**src/rtl/rgbconv_pkg.sv**
```systemverilog
// Shared constants, register indexes and types for the RGB convolution block.
package rgbconv_pkg;

    // default geometry limits
    localparam int DefMaxWidth  = 2048;
    localparam int DefMaxHeight = 2048;
    localparam int DefMaxKernel = 5;

    // fixed field widths
    localparam int PixW   = 24;
    localparam int DimW   = 12;
    localparam int ScaleW = 16;
    localparam int CoefW  = 200;
    localparam int AccW   = 22;   // 25 taps * 255 * 128 fits with margin
    localparam int ProdW  = AccW + ScaleW + 1;

    // configuration register indexes
    typedef logic [2:0] t_cfg_idx;
    localparam t_cfg_idx CfgRadius  = 3'd0;
    localparam t_cfg_idx CfgWidth   = 3'd1;
    localparam t_cfg_idx CfgHeight  = 3'd2;
    localparam t_cfg_idx CfgCoeffA  = 3'd3;
    localparam t_cfg_idx CfgCoeffB  = 3'd4;
    localparam t_cfg_idx CfgCoeffC  = 3'd5;
    localparam t_cfg_idx CfgCoeffL  = 3'd6;
    localparam t_cfg_idx CfgScale   = 3'd7;

    // control from the sequencer to the multiply-accumulate unit
    typedef struct packed {
        logic clr;    // zero the channel sums
        logic acc;    // add one pixel times tap
        logic scale;  // multiply sums by the scale factor
    } t_mac_ctl;

endpackage

```
**src/rtl/rgbconv_mac.sv**
```systemverilog
// Per-channel multiply-accumulate, scaling, rounding and clamping.
module rgbconv_mac (
    input  logic                            i_clk,
    input  rgbconv_pkg::t_mac_ctl           i_ctl,
    input  logic [rgbconv_pkg::PixW-1:0]    i_pix,
    input  logic signed [7:0]               i_tap,
    input  logic [rgbconv_pkg::ScaleW-1:0]  i_scale,
    output logic [rgbconv_pkg::PixW-1:0]    o_rgb
);
    import rgbconv_pkg::*;

    logic signed [AccW-1:0]  r_acc  [3];
    logic signed [ProdW-1:0] r_prod [3];

    // accumulate sums, then scale them in a separate cycle
    always_ff @(posedge i_clk) begin
        for (int c = 0; c < 3; c++) begin
            if (i_ctl.clr) begin
                r_acc[c] <= '0;
            end else if (i_ctl.acc) begin
                r_acc[c] <= r_acc[c]
                    + AccW'($signed({1'b0, i_pix[8*c +: 8]}) * i_tap);
            end
            if (i_ctl.scale) begin
                r_prod[c] <= ProdW'(r_acc[c] * $signed({1'b0, i_scale}));
            end
        end
    end

    // round half up, clamp to 0..255
    always_comb begin
        logic signed [ProdW-1:0] v;
        logic [ProdW-17:0]       hi;
        for (int c = 0; c < 3; c++) begin
            v  = r_prod[c] + ProdW'(32768);
            hi = v[ProdW-1:16];
            if (v[ProdW-1]) begin
                o_rgb[8*c +: 8] = 8'd0;
            end else if (hi > (ProdW-16)'(255)) begin
                o_rgb[8*c +: 8] = 8'd255;
            end else begin
                o_rgb[8*c +: 8] = hi[7:0];
            end
        end
    end

endmodule

```
**config.mk**
```make
export PLATFORM = sky130hd
export DESIGN_NAME = rgbconv_mac
export DESIGN_NICKNAME = d
export VERILOG_FILES = /design/src/rtl/rgbconv_pkg.sv /design/src/rtl/rgbconv_mac.sv
export SDC_FILE = /design/constraint.sdc
export NUM_CORES = 2
export LEC_CHECK = 0
export BUFFER_PORTS_ARGS = -buffer_cell sky130_fd_sc_hd__buf_2
export CAP_MARGIN = 20
export CORE_MARGIN = 2
export CORE_UTILIZATION = 40
export CTS_CLUSTER_SIZE = 12
export DETAILED_ROUTE_END_ITERATION = 8
export HOLD_SLACK_MARGIN = 0.06
export RECOVER_POWER = 100
export SLEW_MARGIN = 10
export SYNTH_ARGS = -nofsm -noshare
export SYNTH_HDL_FRONTEND = slang
export SYNTH_SLANG_ARGS = --single-unit
export TNS_END_PERCENT = 50
```
**constraint.sdc**
```tcl
create_clock -name i_clk -period 10.2 [get_ports i_clk]
set_clock_uncertainty 0.05 [all_clocks]
set_input_delay 0.51 -clock i_clk [delete_from_list [all_inputs] [get_ports i_clk]]
set_output_delay 0.51 -clock i_clk [all_outputs]
set_load 0.02 [all_outputs]
```
# Word level (Yosys, flattened, before mapping)

Memories as Yosys holds them, arrays and structs flattened.
Cells that the tools add are included.

Logic and storage cells: 36
Bits in writable memories: 183
Bits in registers: 0
Input port bits: 52
Output and inout bits: 24
Memories: 2

Memory list:

| name   | words | bits a word | rd ports | clocked after Yosys merged registers in | write ports | RTL line          | source |
|---|---|---|---|---|---|---|---|
| r_prod | 3     | 39          | 3        | 0                                       | 3           | rgbconv_mac.sv:13 | `logic signed [ProdW-1:0] r_prod [3];` |
| r_acc  | 3     | 22          | 3        | 0                                       | 3           | rgbconv_mac.sv:12 | `logic signed [AccW-1:0] r_acc [3];` |

Multiplexer cells: 16
$lt $le $gt $ge: 3
Multiply operators: 6
Bitwise operators: 3
$add $sub $neg: 6

Operators by type and width:

| kind                                                                              | number |
|---|---|
| 39-bit by 17-bit adder with 39-bit output (second input constant)                 | 3 |
| 22-bit by 17-bit multiplier with 39-bit output                                    | 3 |
| 23-bit by 8-bit greater-than comparator with 1-bit output (second input constant) | 3 |
| 22-bit by 17-bit adder with 22-bit output                                         | 3 |
| 22-bit two-way mux                                                                | 3 |
| 9-bit by 8-bit multiplier with 17-bit output                                      | 3 |
| 8-bit two-way mux                                                                 | 6 |
| 1-bit two-way mux                                                                 | 7 |
| 1-bit OR                                                                          | 3 |

# Longest topological paths before layout

Word-level depth: 4
Depth in mapped cells: 28
Depth with buffers taken out: 26

# Worst setup path before layout

No wires, ideal clock.

Path type: input-to-reg
Start: input i_scale[2] (netlist bit)
End: memory r_prod[0][77] (netlist bit), data pin
Data arrival time: 6,520 ps
Setup slack: 3,357 ps
Stages: 25
Library setup time: 274 ps
Data required time: 9,876 ps
Cell sequence: clkbuf_1 -> clkbuf_1 -> nand2_1 -> fa_1 -> fa_1 -> inv_1 -> fa_1 -> fa_1 -> fa_1 -> inv_1 -> fa_1 -> inv_1 -> ha_1 -> clkbuf_1 -> a21o_1 -> a21o_1 -> a21o_1 -> a21o_1 -> a21o_1 -> a21oi_1 -> a21bo_2 -> a41oi_4 -> o21ai_0 -> nor4_1 -> a311oi_1

RTL lines:

| element         | RTL line          | source |
|---|---|---|
| start, declared | rgbconv_mac.sv:7  | `input logic [rgbconv_pkg::ScaleW-1:0] i_scale,` |
| end, declared   | rgbconv_mac.sv:13 |  |

==> flow_metrics.tcl <==
set metrics [dict create \
    io_buffers 75 \
    drt_first_pass_iters 5 \
    synth_top_area_frac 0.4615 \
    syn_nets 7351 \
    arrival_ps 8550 \
    drive_gt1_frac 0.02324 \
    finalWirelength_mm 120.1 \
    seq_area_mm2 0.004144 \
    worst_slack_ps 1874 \
    htree_levels 4 \
    clock-root-buffer "clkbuf_16" \
    synthTopCellsByArea "fa_1 46%, ha_1 12%, inv_1 11%" \
    post_cts_buffers 0 \
    n_fill_cell 12640 \
    routed.top_layer "met5" \
    finalHoldViolCount 0 \
    drv_slew 150 \
    synthToLayoutAreaGrowth_pct 5.175 \
    std_cell_rows 132 \
    ctsResizeCount 0 \
    initial_core_util 0.4019 \
    multi_input_area_mm2 0.04119 \
    hold_ws_ps 577.4 \
    period_share 0.8162 \
    clk_latency_ps 540 \
    dr_total_vias 35480 \
    hpwl_mm 96.43 \
    grt_pass1_vias 38840 \
    setup_tns_ps 0 \
    crit_family "adder cells" \
    drv_cap 3 \
    ys_types 70 \
    path_common_cell "fa_1" \
    met1_length_mm 53.72 \
    drt-wirelength-per-cell_um 16.45 \
    worstPathBufferInverterCount 5 \
    fin_nets 7277 \
    slowest_delay_ps 1550 \
    finalSetupViolations 0 \
    ys_warn_count 0 \
    syn_area_per_cell_um2 9.237 \
    grt_overflow 0 \
    crit_chain "clkbuf_1 > buf_12 > nand2_1 > fa_1 > fa_1 > fa_1 > inv_1 > fa_1 > fa_1 > inv_1 > fa_1 > inv_1 > ha_1 > and4_1 > nand2_1 > nor4b_1 > o41ai_1 > a2111o_1 > a311oi_1 > o21a_1 > nor2_1 > xnor2_1" \
    yosysTopAreaCell "fa_1" \
    rsz0062_at_grt "no" \
    crit_required_ps 10420 \
    clk_path_buf_depth 2 \
    met2_length_mm 58.35 \
    synth_edf_count 138 \
    synthFlopType "edfxtp_1" \
    grt_max_degree 67 \
    clock.fmax_ghz 0.1201 \
    start_kind "input port" \
    gp_congestion 0.8439 \
    netlist_area_mm2 0.05184 \
    pre_cts_slack_ps 2365 \
    ant_nets 0 \
    worstPathMaxFanout 34 \
    critPathCaptureType "flip-flop" \
    worst_pin_slew_ps 5087 \
    core_mm2 0.1290 \
    clock-sinks 138 \
    clk_pin_slew_ps 80 \
    hold_buffers 0 \
    grt.total_usage 0.1958 \
    violations "max-capacitance violations, max-slew violations" \
    dieArea_mm2 0.1325 \
    worstSetupPathType "in2reg" \
    via_per_inst 4.862 \
    wl_met3_mm 6.045 \
    synth_seq_cells 138 \
    numCtsBuffers 17 \
    run_status "complete, but fails checks" \
    max_slew_margin -2.391 \
    hold_class "in2reg" \
    ys_async_sr_fraction 0 \
    drc 0 \
    ys_seq_area_frac 0.07994 \
    die_y_um 364 \
    io_pins 76 \
    critPathSlowestCell "clkbuf_1" \
    die-width_um 364 \
    synthCells 5612 \
    drt-initial-drc-count 1558 \
    cts_tree "done" \
    min_period_ps 8326 \
    grt_pass1_wl_mm 205.2 \
    antenna_found_initial 13 \
]
[cell type report]
| type | count | area share |
|---|---|---|
| well taps | 1742 | 0.03998 |
| repair buffers | 114 | 0.01225 |
| inverters | 1512 | 0.1041 |
| clock buffers | 17 | 0.007802 |
| diodes | 4 | 0.0001836 |
| multi-input cells | 3755 | 0.7554 |
| flip-flops and latches | 138 | 0.07601 |
| clock inverters | 15 | 0.004268 |
[flip-flops by register name, summed over array words and instances, names as in the netlist]
signal  cells
r_prod     72
r_acc      66
[Yosys cell counts (3+ instances only)]
library cell	number
nor4_1	4
or2_2	7
nor2_1	133
edfxtp_1	138
o21bai_1	19
o21ai_0	27
nand3_1	42
xnor2_1	103
a21oi_1	99
o21a_1	17
nor3_1	36
nand2_1	771
o22ai_1	6
a2111o_1	4
and2_1	522
a31oi_1	13
nor3b_1	3
nand2b_1	26
o31ai_1	6
a211oi_1	10
clkbuf_1	200
buf_1	6
a311oi_1	3
nand4_1	19
o211ai_1	6
and3_1	24
ha_1	492
nor2b_1	10
and4_1	3
a41oi_1	3
inv_1	1511
fa_1	1195
o32ai_1	4
xor2_1	50
a21o_1	55
or3_1	4
[logic make-up (layout without fill, tap and decap cells)]
family          Yosys count  in the layout  synth area share
compound gates          301            301           0.03912
xor+xnor                154            154           0.02616
fa+ha+maj              1687           1687            0.5802
buf+inv                1719           1658            0.1245
flops                   138            138           0.07994
mux                       2              2         0.0003862
other cells               0              4                 0
simple gates           1611           1611            0.1497
[cells in the final DEF, fill, tap and decap left out, types with 24 or more instances in the layout]
master	n
inv_1	1511
fa_1	1195
nand2_1	771
and2_1	505
ha_1	492
edfxtp_1	138
nor2_1	133
xnor2_1	104
a21oi_1	99
a21o_1	55
xor2_1	50
buf_2	48
nand3_1	42
nor3_1	36
buf_4	35
o21ai_0	28
clkbuf_1	28
nand2b_1	25
and3_1	24
[tightest hold or removal path, delay by kind of cell]
kind | cells | cell delay, ps
simple gates | 2 | 440
buf+inv | 1 | 100
[per-stage QoR]
step | cell area (µm²) | utilization | instances
finish | 54520 | 0.4227 | 7297
global route | 54520 | 0.4227 | 7295
CTS | 54610 | 0.4234 | 7293
detailed placement | 53960 | 0.4183 | 7261
global placement | 53960 | 0.4183 | 7261
floorplan | 51840 | - | 5612
[worst paths after layout]
check	cells past startpoint	from	end	slack, ps
max reg2reg	22	r_acc[2][10]	r_prod[0][116]	2590
min	3	i_ctl[1]	r_acc[2][11]	580
min reg2reg	2	r_acc[1][0]	r_acc[1][0]	1090
max	22	i_scale[3]	r_prod[0][38]	1870
[metal layers]
metal,track usage,vias to the layer above
met4,0.04158,14
met5,0,-
met2,0.3328,677
met1,0.2642,18410
li1,-,16260
met3,0.03030,127
Power is not shown: default switching activity piles up to over one toggle a cycle in this logic, so the estimate is an artifact.
